$ cat src/sv/console_line_editor_top_assert.svh
// Assertion macros for the console line editor.
// Included by cle_back, which checks its own invariants; no other dependencies.
`ifndef CONSOLE_LINE_EDITOR_TOP_ASSERT_SVH
`define CONSOLE_LINE_EDITOR_TOP_ASSERT_SVH
`ifndef SYNTHESIS
// A condition that must hold at every rising clock edge outside reset.
`define CLE_ASSERT_ALWAYS(lbl, ck, rn, expr) \
    lbl: assert property (@(posedge ck) disable iff (!rn) (expr)) \
        else $error("%m: invariant violated");
// A condition that must hold whenever the antecedent holds.
`define CLE_ASSERT_IMPLIES(lbl, ck, rn, ante, cons) \
    lbl: assert property (@(posedge ck) disable iff (!rn) (ante) |-> (cons)) \
        else $error("%m: implication violated");
`else
`define CLE_ASSERT_ALWAYS(lbl, ck, rn, expr)
`define CLE_ASSERT_IMPLIES(lbl, ck, rn, ante, cons)
`endif
`endif

$ cat src/sv/cle_pkg.sv
// Shared constants, command codes and the queue word type of the console line editor.
// No dependencies; imported by the front, the queue, the back end and the top level.
`timescale 1ns / 1ps
package cle_pkg;

    // Line store geometry; positions run modulo twice the depth.
    localparam int BUF_DEPTH = 128;
    localparam int SLOT_W    = $clog2(BUF_DEPTH);
    localparam int POS_MOD   = 2 * BUF_DEPTH;
    localparam int POS_W     = $clog2(POS_MOD);
    localparam int CNT_W     = (POS_W > 9) ? POS_W : 9;

    // Command queue between the front and the back end.
    localparam int Q_DEPTH = 2;
    localparam int Q_PTR_W = $clog2(Q_DEPTH);

    // Control characters.
    localparam logic [7:0] CH_NUL    = 8'h00;
    localparam logic [7:0] CH_CTRL_D = 8'h04;
    localparam logic [7:0] CH_CTRL_H = 8'h08;
    localparam logic [7:0] CH_LF     = 8'h0A;
    localparam logic [7:0] CH_CR     = 8'h0D;
    localparam logic [7:0] CH_CTRL_P = 8'h10;
    localparam logic [7:0] CH_CTRL_U = 8'h15;
    localparam logic [7:0] CH_DEL    = 8'h7F;

    // Echo kinds on the result word.
    localparam logic [1:0] ECHO_NONE  = 2'd0;
    localparam logic [1:0] ECHO_CHAR  = 2'd1;
    localparam logic [1:0] ECHO_ERASE = 2'd2;

    // Input kinds.
    localparam logic KIND_CHAR = 1'b0;
    localparam logic KIND_READ = 1'b1;

    // Classified commands.
    typedef enum logic [2:0] {
        OP_NOP,
        OP_READ,
        OP_STATUS,
        OP_KILL,
        OP_ERASE,
        OP_INSERT
    } op_t;

    typedef struct packed {
        op_t        op;
        logic [7:0] ch;
        logic       ends_line;
    } cmd_t;

endpackage

$ cat src/sv/console_line_editor_top.sv
// Results pass the front stage, the command queue and the back-end output register; one word
// per cycle for characters unless a read or the result channel holds the flow. A read that
// returns a byte holds the back end in its read-wait state for the RAM's registered read port.
// Reset (asynchronous, active low) zeroes the read, commit and edit positions and
// empties the command queue; the line store is not cleared and needs no clearing pass.
// Top level of the console line editor; depends on cle_pkg, cle_front, cle_fifo, cle_back.
`timescale 1ns / 1ps
module console_line_editor_top (
    input  logic       clk,
    input  logic       rst_n,
    input  logic       in_valid,
    output logic       in_ready,
    input  logic       kind,
    input  logic [7:0] rx_char,
    output logic       out_valid,
    input  logic       out_ready,
    output logic [1:0] echo_kind,
    output logic [7:0] echo_byte,
    output logic [7:0] erase_count,
    output logic       read_valid,
    output logic [7:0] read_byte,
    output logic       status_request
);
    import cle_pkg::*;

    logic front_valid;
    logic front_ready;
    cmd_t front_cmd;
    logic queue_valid;
    logic queue_pop;
    cmd_t queue_cmd;

    // Classifying front end.
    cle_front u_front (
        .clk       (clk),
        .rst_n     (rst_n),
        .in_valid  (in_valid),
        .in_ready  (in_ready),
        .kind      (kind),
        .rx_char   (rx_char),
        .cmd_valid (front_valid),
        .cmd_ready (front_ready),
        .cmd       (front_cmd)
    );

    // Command queue.
    cle_fifo u_queue (
        .clk        (clk),
        .rst_n      (rst_n),
        .push_valid (front_valid),
        .push_ready (front_ready),
        .push_cmd   (front_cmd),
        .pop_valid  (queue_valid),
        .pop_en     (queue_pop),
        .pop_cmd    (queue_cmd)
    );

    // Executing back end with the line store.
    cle_back u_back (
        .clk            (clk),
        .rst_n          (rst_n),
        .cmd_valid      (queue_valid),
        .cmd_pop        (queue_pop),
        .cmd            (queue_cmd),
        .out_valid      (out_valid),
        .out_ready      (out_ready),
        .echo_kind      (echo_kind),
        .echo_byte      (echo_byte),
        .erase_count    (erase_count),
        .read_valid     (read_valid),
        .read_byte      (read_byte),
        .status_request (status_request)
    );

endmodule

$ cat src/sv/cle_ram.sv
// Generic single-write, single-read RAM with a registered read port.
// No dependencies; holds the line store of the console line editor.
`timescale 1ns / 1ps
module cle_ram #(
    parameter int WIDTH = 8,
    parameter int DEPTH = 128
) (
    input  logic                     clk,
    input  logic                     wr_en,
    input  logic [$clog2(DEPTH)-1:0] wr_addr,
    input  logic [WIDTH-1:0]         wr_data,
    input  logic                     rd_en,
    input  logic [$clog2(DEPTH)-1:0] rd_addr,
    output logic [WIDTH-1:0]         rd_data
);

    logic [WIDTH-1:0] mem_reg [DEPTH];
    logic [WIDTH-1:0] rd_data_reg;

    // Write port and registered read port; read data holds until the next read.
    always_ff @(posedge clk)
    begin
        if (wr_en)
        begin
            mem_reg[wr_addr] <= wr_data;
        end
        if (rd_en)
        begin
            rd_data_reg <= mem_reg[rd_addr];
        end
    end

    assign rd_data = rd_data_reg;

endmodule

$ cat src/sv/cle_front.sv
// Front end: accepts input words, classifies them into commands and stages them.
// Depends on cle_pkg for the command type and character codes.
`timescale 1ns / 1ps
module cle_front (
    input  logic          clk,
    input  logic          rst_n,
    input  logic          in_valid,
    output logic          in_ready,
    input  logic          kind,
    input  logic [7:0]    rx_char,
    output logic          cmd_valid,
    input  logic          cmd_ready,
    output cle_pkg::cmd_t cmd
);
    import cle_pkg::*;

    cmd_t       cmd_class;
    logic [7:0] mapped_ch;
    logic       stage_valid_reg;
    cmd_t       stage_cmd_reg;
    logic       accept;

    // Classify the incoming word; CR is stored and echoed as LF.
    always_comb
    begin
        mapped_ch = (rx_char == CH_CR) ? CH_LF : rx_char;
        cmd_class.ch = mapped_ch;
        cmd_class.ends_line = mapped_ch inside {CH_LF, CH_CTRL_D};
        if (kind == KIND_READ)
        begin
            cmd_class.op = OP_READ;
        end
        else
        begin
            case (rx_char)
                CH_CTRL_P:        cmd_class.op = OP_STATUS;
                CH_CTRL_U:        cmd_class.op = OP_KILL;
                CH_CTRL_H,
                CH_DEL:           cmd_class.op = OP_ERASE;
                CH_NUL:           cmd_class.op = OP_NOP;
                default:          cmd_class.op = OP_INSERT;
            endcase
        end
    end

    // One-word stage toward the queue.
    assign in_ready = !stage_valid_reg || cmd_ready;
    assign accept   = in_valid && in_ready;

    always_ff @(posedge clk or negedge rst_n)
    begin
        if (!rst_n)
        begin
            stage_valid_reg <= 1'b0;
        end
        else if (accept)
        begin
            stage_valid_reg <= 1'b1;
        end
        else if (cmd_ready)
        begin
            stage_valid_reg <= 1'b0;
        end
    end

    always_ff @(posedge clk)
    begin
        if (accept)
        begin
            stage_cmd_reg <= cmd_class;
        end
    end

    assign cmd_valid = stage_valid_reg;
    assign cmd       = stage_cmd_reg;

endmodule

$ cat src/sv/cle_fifo.sv
// Short command queue that decouples the front end from the back end.
// Depends on cle_pkg for the command type and the queue depth.
`timescale 1ns / 1ps
module cle_fifo (
    input  logic          clk,
    input  logic          rst_n,
    input  logic          push_valid,
    output logic          push_ready,
    input  cle_pkg::cmd_t push_cmd,
    output logic          pop_valid,
    input  logic          pop_en,
    output cle_pkg::cmd_t pop_cmd
);
    import cle_pkg::*;

    cmd_t                q_reg [Q_DEPTH];
    logic [Q_PTR_W-1:0]  wr_ptr_reg;
    logic [Q_PTR_W-1:0]  rd_ptr_reg;
    logic [Q_PTR_W:0]    count_reg;
    logic                do_push;
    logic                do_pop;

    function automatic logic [Q_PTR_W-1:0] ptr_inc(input logic [Q_PTR_W-1:0] p);
        ptr_inc = (p == Q_PTR_W'(Q_DEPTH - 1)) ? '0 : p + 1'b1;
    endfunction

    assign push_ready = (count_reg != (Q_PTR_W + 1)'(Q_DEPTH));
    assign pop_valid  = (count_reg != '0);
    assign do_push    = push_valid && push_ready;
    assign do_pop     = pop_en && pop_valid;
    assign pop_cmd    = q_reg[rd_ptr_reg];

    // Pointers and fill count.
    always_ff @(posedge clk or negedge rst_n)
    begin
        if (!rst_n)
        begin
            wr_ptr_reg <= '0;
            rd_ptr_reg <= '0;
            count_reg  <= '0;
        end
        else
        begin
            if (do_push)
            begin
                wr_ptr_reg <= ptr_inc(wr_ptr_reg);
            end
            if (do_pop)
            begin
                rd_ptr_reg <= ptr_inc(rd_ptr_reg);
            end
            if (do_push && !do_pop)
            begin
                count_reg <= count_reg + 1'b1;
            end
            else if (do_pop && !do_push)
            begin
                count_reg <= count_reg - 1'b1;
            end
        end
    end

    // Queue storage.
    always_ff @(posedge clk)
    begin
        if (do_push)
        begin
            q_reg[wr_ptr_reg] <= push_cmd;
        end
    end

endmodule

$ cat src/sv/cle_back.sv
// Back end: executes queued commands against the line store and the three positions.
// Depends on cle_pkg, cle_ram and the assertion macro header.
`timescale 1ns / 1ps
`include "console_line_editor_top_assert.svh"
module cle_back (
    input  logic          clk,
    input  logic          rst_n,
    input  logic          cmd_valid,
    output logic          cmd_pop,
    input  cle_pkg::cmd_t cmd,
    output logic          out_valid,
    input  logic          out_ready,
    output logic [1:0]    echo_kind,
    output logic [7:0]    echo_byte,
    output logic [7:0]    erase_count,
    output logic          read_valid,
    output logic [7:0]    read_byte,
    output logic          status_request
);
    import cle_pkg::*;

    typedef enum logic {
        ST_IDLE,
        ST_READ_WAIT
    } state_t;

    state_t            state_reg, state_next;
    logic [POS_W-1:0]  read_pos_reg, read_pos_next;
    logic [POS_W-1:0]  commit_pos_reg, commit_pos_next;
    logic [POS_W-1:0]  edit_pos_reg, edit_pos_next;
    logic              out_valid_reg;
    logic [1:0]        echo_kind_reg, echo_kind_next;
    logic [7:0]        echo_byte_reg, echo_byte_next;
    logic [7:0]        erase_count_reg, erase_count_next;
    logic              read_valid_reg, read_valid_next;
    logic [7:0]        read_byte_reg, read_byte_next;
    logic              status_reg, status_next;
    logic              load_out;
    logic              out_free;
    logic              start;
    logic [POS_W-1:0]  fill;
    logic [POS_W-1:0]  pending;
    logic              has_room;
    logic              has_committed;
    logic              ram_wr_en;
    logic              ram_rd_en;
    logic [7:0]        ram_rd_data;

    function automatic logic [POS_W-1:0] pos_inc(input logic [POS_W-1:0] p);
        pos_inc = (p == POS_W'(POS_MOD - 1)) ? '0 : p + 1'b1;
    endfunction

    function automatic logic [POS_W-1:0] pos_dec(input logic [POS_W-1:0] p);
        pos_dec = (p == '0) ? POS_W'(POS_MOD - 1) : p - 1'b1;
    endfunction

    // Distance from b forward to a, modulo the position range.
    function automatic logic [POS_W-1:0] pos_diff(input logic [POS_W-1:0] a,
                                                  input logic [POS_W-1:0] b);
        pos_diff = (a >= b) ? a - b : a + POS_W'(POS_MOD) - b;
    endfunction

    function automatic logic [SLOT_W-1:0] pos_slot(input logic [POS_W-1:0] p);
        pos_slot = (p >= POS_W'(BUF_DEPTH)) ? SLOT_W'(p - POS_W'(BUF_DEPTH))
                                            : SLOT_W'(p);
    endfunction

    // Occupancy figures shared by the command decode.
    assign fill          = pos_diff(edit_pos_reg, read_pos_reg);
    assign pending       = pos_diff(edit_pos_reg, commit_pos_reg);
    assign has_room      = (fill < POS_W'(BUF_DEPTH));
    assign has_committed = (read_pos_reg != commit_pos_reg);
    assign out_free      = !out_valid_reg || out_ready;
    assign start         = (state_reg == ST_IDLE) && cmd_valid && out_free;
    assign cmd_pop       = start;

    assign ram_wr_en = start && (cmd.op == OP_INSERT) && has_room;
    assign ram_rd_en = start && (cmd.op == OP_READ) && has_committed;

    cle_ram #(
        .WIDTH (8),
        .DEPTH (BUF_DEPTH)
    ) u_line_store (
        .clk     (clk),
        .wr_en   (ram_wr_en),
        .wr_addr (pos_slot(edit_pos_reg)),
        .wr_data (cmd.ch),
        .rd_en   (ram_rd_en),
        .rd_addr (pos_slot(read_pos_reg)),
        .rd_data (ram_rd_data)
    );

    // Command execution. The uncommitted region never holds an LF, since an LF
    // commits at once, so a kill erases the whole region in one step.
    always_comb
    begin
        state_next       = state_reg;
        read_pos_next    = read_pos_reg;
        commit_pos_next  = commit_pos_reg;
        edit_pos_next    = edit_pos_reg;
        load_out         = 1'b0;
        echo_kind_next   = ECHO_NONE;
        echo_byte_next   = '0;
        erase_count_next = '0;
        read_valid_next  = 1'b0;
        read_byte_next   = '0;
        status_next      = 1'b0;
        case (state_reg)
            ST_IDLE:
            begin
                if (start)
                begin
                    load_out = 1'b1;
                    case (cmd.op)
                        OP_READ:
                        begin
                            if (has_committed)
                            begin
                                load_out   = 1'b0;
                                state_next = ST_READ_WAIT;
                            end
                        end
                        OP_STATUS:
                        begin
                            status_next = 1'b1;
                        end
                        OP_KILL:
                        begin
                            if (pending != '0)
                            begin
                                edit_pos_next    = commit_pos_reg;
                                echo_kind_next   = ECHO_ERASE;
                                erase_count_next = (CNT_W'(pending) > CNT_W'(255)) ?
                                                   8'hFF : 8'(pending);
                            end
                        end
                        OP_ERASE:
                        begin
                            if (pending != '0)
                            begin
                                edit_pos_next    = pos_dec(edit_pos_reg);
                                echo_kind_next   = ECHO_ERASE;
                                erase_count_next = 8'd1;
                            end
                        end
                        OP_INSERT:
                        begin
                            if (has_room)
                            begin
                                edit_pos_next  = pos_inc(edit_pos_reg);
                                echo_kind_next = ECHO_CHAR;
                                echo_byte_next = cmd.ch;
                                if (cmd.ends_line || (fill == POS_W'(BUF_DEPTH - 1)))
                                begin
                                    commit_pos_next = pos_inc(edit_pos_reg);
                                end
                            end
                        end
                        default:
                        begin
                            load_out = 1'b1;
                        end
                    endcase
                end
            end
            ST_READ_WAIT:
            begin
                if (out_free)
                begin
                    load_out        = 1'b1;
                    read_valid_next = 1'b1;
                    read_byte_next  = ram_rd_data;
                    read_pos_next   = pos_inc(read_pos_reg);
                    state_next      = ST_IDLE;
                end
            end
            default:
            begin
                state_next = ST_IDLE;
            end
        endcase
    end

    // State, positions and the output register.
    always_ff @(posedge clk or negedge rst_n)
    begin
        if (!rst_n)
        begin
            state_reg       <= ST_IDLE;
            read_pos_reg    <= '0;
            commit_pos_reg  <= '0;
            edit_pos_reg    <= '0;
            out_valid_reg   <= 1'b0;
            echo_kind_reg   <= ECHO_NONE;
            echo_byte_reg   <= '0;
            erase_count_reg <= '0;
            read_valid_reg  <= 1'b0;
            read_byte_reg   <= '0;
            status_reg      <= 1'b0;
        end
        else
        begin
            state_reg      <= state_next;
            read_pos_reg   <= read_pos_next;
            commit_pos_reg <= commit_pos_next;
            edit_pos_reg   <= edit_pos_next;
            if (load_out)
            begin
                out_valid_reg   <= 1'b1;
                echo_kind_reg   <= echo_kind_next;
                echo_byte_reg   <= echo_byte_next;
                erase_count_reg <= erase_count_next;
                read_valid_reg  <= read_valid_next;
                read_byte_reg   <= read_byte_next;
                status_reg      <= status_next;
            end
            else if (out_ready)
            begin
                out_valid_reg <= 1'b0;
            end
        end
    end

    assign out_valid      = out_valid_reg;
    assign echo_kind      = echo_kind_reg;
    assign echo_byte      = echo_byte_reg;
    assign erase_count    = erase_count_reg;
    assign read_valid     = read_valid_reg;
    assign read_byte      = read_byte_reg;
    assign status_request = status_reg;

    // The buffer never holds more than its depth of characters.
    `CLE_ASSERT_ALWAYS(a_fill_bound, clk, rst_n, fill <= POS_W'(BUF_DEPTH))
    // The commit point lies between the read point and the edit point.
    `CLE_ASSERT_ALWAYS(a_commit_order, clk, rst_n, pos_diff(commit_pos_reg, read_pos_reg) <= fill)
    // A pending read only waits while a committed byte is there.
    `CLE_ASSERT_IMPLIES(a_read_wait, clk, rst_n, state_reg == ST_READ_WAIT, has_committed)
    // A result still waiting downstream is never overwritten.
    `CLE_ASSERT_IMPLIES(a_no_overwrite, clk, rst_n, out_valid_reg && !out_ready, !load_out)

endmodule

$ cat config.mk
export PLATFORM = sky130hd
export DESIGN_NAME = console_line_editor_top
export DESIGN_NICKNAME = d
export VERILOG_FILES = /design/src/sv/cle_pkg.sv /design/src/sv/console_line_editor_top.sv /design/src/sv/cle_ram.sv /design/src/sv/cle_front.sv /design/src/sv/cle_fifo.sv /design/src/sv/cle_back.sv
export VERILOG_INCLUDE_DIRS = /design/src /design/src/sv
export SDC_FILE = /design/constraint.sdc
export NUM_CORES = 1
export LEC_CHECK = 0
export ABC_AREA = 0
export BUFFER_PORTS_ARGS = -buffer_cell sky130_fd_sc_hd__buf_2
export CAP_MARGIN = 20
export CORE_ASPECT_RATIO = 1.25
export CORE_MARGIN = 3
export CORE_UTILIZATION = 60
export DETAILED_ROUTE_END_ITERATION = 12
export MAX_ROUTING_LAYER = met4
export PLACE_DENSITY = 0.78
export SLEW_MARGIN = 10
export SYNTH_ARGS = -nofsm -noshare
export SYNTH_HDL_FRONTEND = slang
export SYNTH_SLANG_ARGS = --single-unit
$ cat constraint.sdc
create_clock -name clk -period 11.7 [get_ports clk]
set_clock_uncertainty 0.1 [all_clocks]
set_input_delay 0.585 -clock clk [delete_from_list [all_inputs] [get_ports clk]]
set_output_delay 0.585 -clock clk [all_outputs]
set_load 0.02 [all_outputs]
==> results.sh <==
export IMPL_status="finished clean"
export IMPL_antenna_found_initial=7
export IMPL_critPathBufInv=3
export IMPL_ys_top_cells_by_area="edfxtp_1 71%, mux4_2 9.8%, dfrtp_1 3.3%"
export IMPL_synth_top_area_frac=0.7121
export IMPL_yosys_area_share_adder=0.006446
export IMPL_hold_path_depth=1
export IMPL_crit_type="register to register"
export IMPL_fin_util=0.6686
export IMPL_cts_sinks=1127
export IMPL_r2r_cells=9
export IMPL_drc=0
export IMPL_synth_area_leader_cell="edfxtp_1"
export IMPL_hold_viol=0
export IMPL_htree_levels=3
export IMPL_slowest_stage="buf_4"
export IMPL_wirelength_um=108400
export IMPL_p_leak_uw=0.01597
export IMPL_hold_path_class="input pin to register"
export IMPL_die_w_um=251.0
export IMPL_p_int_uw=8310
export IMPL_timing_final_crit_share=0.4687
export IMPL_area_delta_synth_final_pct=9.696
export IMPL_clock_path_buffers=3
export IMPL_cts_tree="yes"
export IMPL_p_comb_frac=0.317
export IMPL_synth_avg_cell_area_um2=18.69
export IMPL_synth_top_family_by_area="multiplexers"
export IMPL_vias_per_cell=6.900
export IMPL_synth_xor_area_share=0.007001
export IMPL_cts_root_buf="clkbuf_16"
export IMPL_synth_compound_area_frac=0.05287
export IMPL_switching_share=0.3370
export IMPL_grt_pass1_vias=24330
export IMPL_yosys_top_cells_count="1068 x edfxtp_1, 195 x mux4_2, 165 x nor2_1"
export IMPL_die_h_um=312.3
export IMPL_overflow=0
export IMPL_cp_slowest_stage_delay_ns=0.93
export IMPL_ys_seq_area_frac=0.7449
export IMPL_crit_fanout=72
export IMPL_placement_io_buffers=42
export IMPL_syn_area_um2=45030
export IMPL_worstPathArrival_ns=5.79
export IMPL_dp_hpwl_um=65060
export IMPL_firstDrtPassIters=8
export IMPL_rows=111
export IMPL_initial_utilization=0.6095
export IMPL_fin_nets=2474
export IMPL_vias=24040
export IMPL_drive_gt1_frac=0.1870
export IMPL_async_reset_ff_frac=0.05235
export IMPL_synth_cells=2410
export IMPL_post_drt_wl_per_cell_um=31.11
export IMPL_synth_edf_count=1068
export IMPL_yosys_warnings=0
export IMPL_setup_tns_final_ns=0
export IMPL_maxSlewHeadroom=0.2380
export IMPL_maxCapViolations=0
export IMPL_fmax_mhz=182.4
export IMPL_crit_chain="buf_4, buf_4, buf_4, mux4_2, a22o_1, a211oi_1, a311oi_1, nor4_1, a21oi_1"
export IMPL_ant_nets=0
export IMPL_power_density_nw_per_um2=253.7
export IMPL_rsz0062_at_grt="no"
export IMPL_io_pins=43
export IMPL_critPathRequiredTime_ns=12.00
export IMPL_synth_seq_cells=1127
export IMPL_switchingPower_uw=4224
export IMPL_grt_total_usage=0.2892
export IMPL_tightest_slew_ns=1.143
export IMPL_ys_types=79
export IMPL_yosysMostFrequentCell="edfxtp_1"
export IMPL_startpoint_type="register"
export IMPL_seqPwrFrac=0.424
export IMPL_synth_mux_area_frac=0.1344
export IMPL_worst_ir_drop_vdd_mv=0.1977
export IMPL_die_area_um2=78400
export IMPL_synth_simple_area_share=0.03609
export IMPL_crit_family="buffers and inverters"
export IMPL_drtIter0Drc=3301
export IMPL_path_clk_slew_ns=0.07
export IMPL_report_final_slew_viol_count=0
export IMPL_synth_ff_type="edfxtp_1"
export IMPL_synth_nets=2445
export IMPL_grt_pass1_wl_um=161700
export IMPL_period_minus_slack_ns=5.484
export IMPL_clock_latency_ns=0.67
export IMPL_grt_max_degree=129
export IMPL_path_depth=9
export IMPL_crit_top_cell="buf_4"
export IMPL_clkPwrFrac=0.259
export IMPL_core_um2=73890
export IMPL_largest_reg_flops=1024
export IMPL_finalSetupViolCount=0
export IMPL_numCtsBuffers=98
export IMPL_cp_end_kind="register"
export IMPL_place_gp_congestion=0.9647
==> through the flow <==
| step | cell area [um^2] | hold WS (ns) | setup slack [ns] | std cells | total power [uW] |
|---|---|---|---|---|---|
| 4_1_cts | 49320 | 0.008903 | 6.310 | 3475 | 12510 |
| 6_report | 49400 | 0.03825 | 6.216 | 3484 | 12530 |
| 3_3_place_gp | 46120 | 0.3235 | 6.251 | 3293 | 9207 |
| 5_1_grt | 49400 | 0.03513 | 6.061 | 3484 | 12960 |
| 3_5_place_dp | 46120 | 0.3397 | 6.384 | 3294 | 9309 |
| 2_1_floorplan | 45030 | 0.1894 | 7.521 | 2410 | 7942 |
==> layout make-up <==
cell class	instances	area (um^2)
well taps	960	1201
clock buffers	116	2530
diodes	5	12.51
repair buffers	80	559.3
flip-flops and latches	1127	33550
inverters	35	166.4
fillers	4548	24480
clock inverters	64	659.4
multi-input cells	1097	10720
==> cells in the final DEF, fill, tap and decap left out, types with 19 or more instances in the layout <==
cell type and count:
o21ai_0 22, edfxtp_1 1068, a21oi_1 50, ha_1 20
buf_2 42, a22o_1 38, a211oi_1 38, o21ai_1 20
mux4_2 195, clkinv_1 19, buf_4 32, a22oi_1 47
mux2i_1 146, clkbuf_16 98, nor2_1 162, nand2_1 73
xnor2_1 29, dfrtp_1 57, inv_1 22
==> repair_timing <==
action / CTS / global route
hold endpoints to repair: 18 / 0
buffers inserted: 0 / 0
hold buffers: 1 / 0
gates resized for setup: 0 / 0
==> kinds of logic (layout without fill, tap and decap cells) <==
family	Yosys count	after routing
adders and majority gates	22	22
AOI/OAI and AO/OA	328	328
and+or+nand+nor	354	354
muxes	357	357
xor gates and xnor gates	36	36
buffers and inverters	186	295
other	0	5
DFF	1127	1127
==> final timing paths <==
check / startpoint / endpoint / slack, ns
worst min-delay path: rx_char[4] / u_front.cmd[5]$_DFFE_PP_ / 0.04
worst min register to register: u_front.cmd[8]$_DFFE_PP_ / u_queue.q_reg[0][8]$_DFFE_PP_ / 0.35
worst max register to register: u_back.read_pos_reg[1]$_DFFE_PN0P_ / u_back.u_line_store.rd_data[3]$_DFFE_PP_ / 6.22
max in group asynchronous: rst_n / u_back.read_pos_reg[0]$_DFFE_PN0P_ / 10.25
worst max-delay path: u_back.read_pos_reg[1]$_DFFE_PN0P_ / u_back.u_line_store.rd_data[3]$_DFFE_PP_ / 6.22
min in group asynchronous: rst_n / u_back.erase_count[6]$_DFFE_PN0P_ / 0.30
==> per-layer routing <==
layer,global-route usage,vias up,part of all wire
met5,-,-,0
met4,0.1233,0,0.046
met3,0.05660,316,0.098
met2,0.4600,1485,0.50
met1,0.3706,12390,0.36
li1,-,9853,-
==> power groups by stage <==
stage               Sequential, uW  Combinational (uW)  Clock (uW)
floorplan                     5380                2560           0
finish                        5320                3970        3240
global placement              5430                3780           0
global route                  5330                4200        3430
CTS                           5350                3890        3270
detailed placement            5440                3870           0
Power figures use the tool's default switching activity.
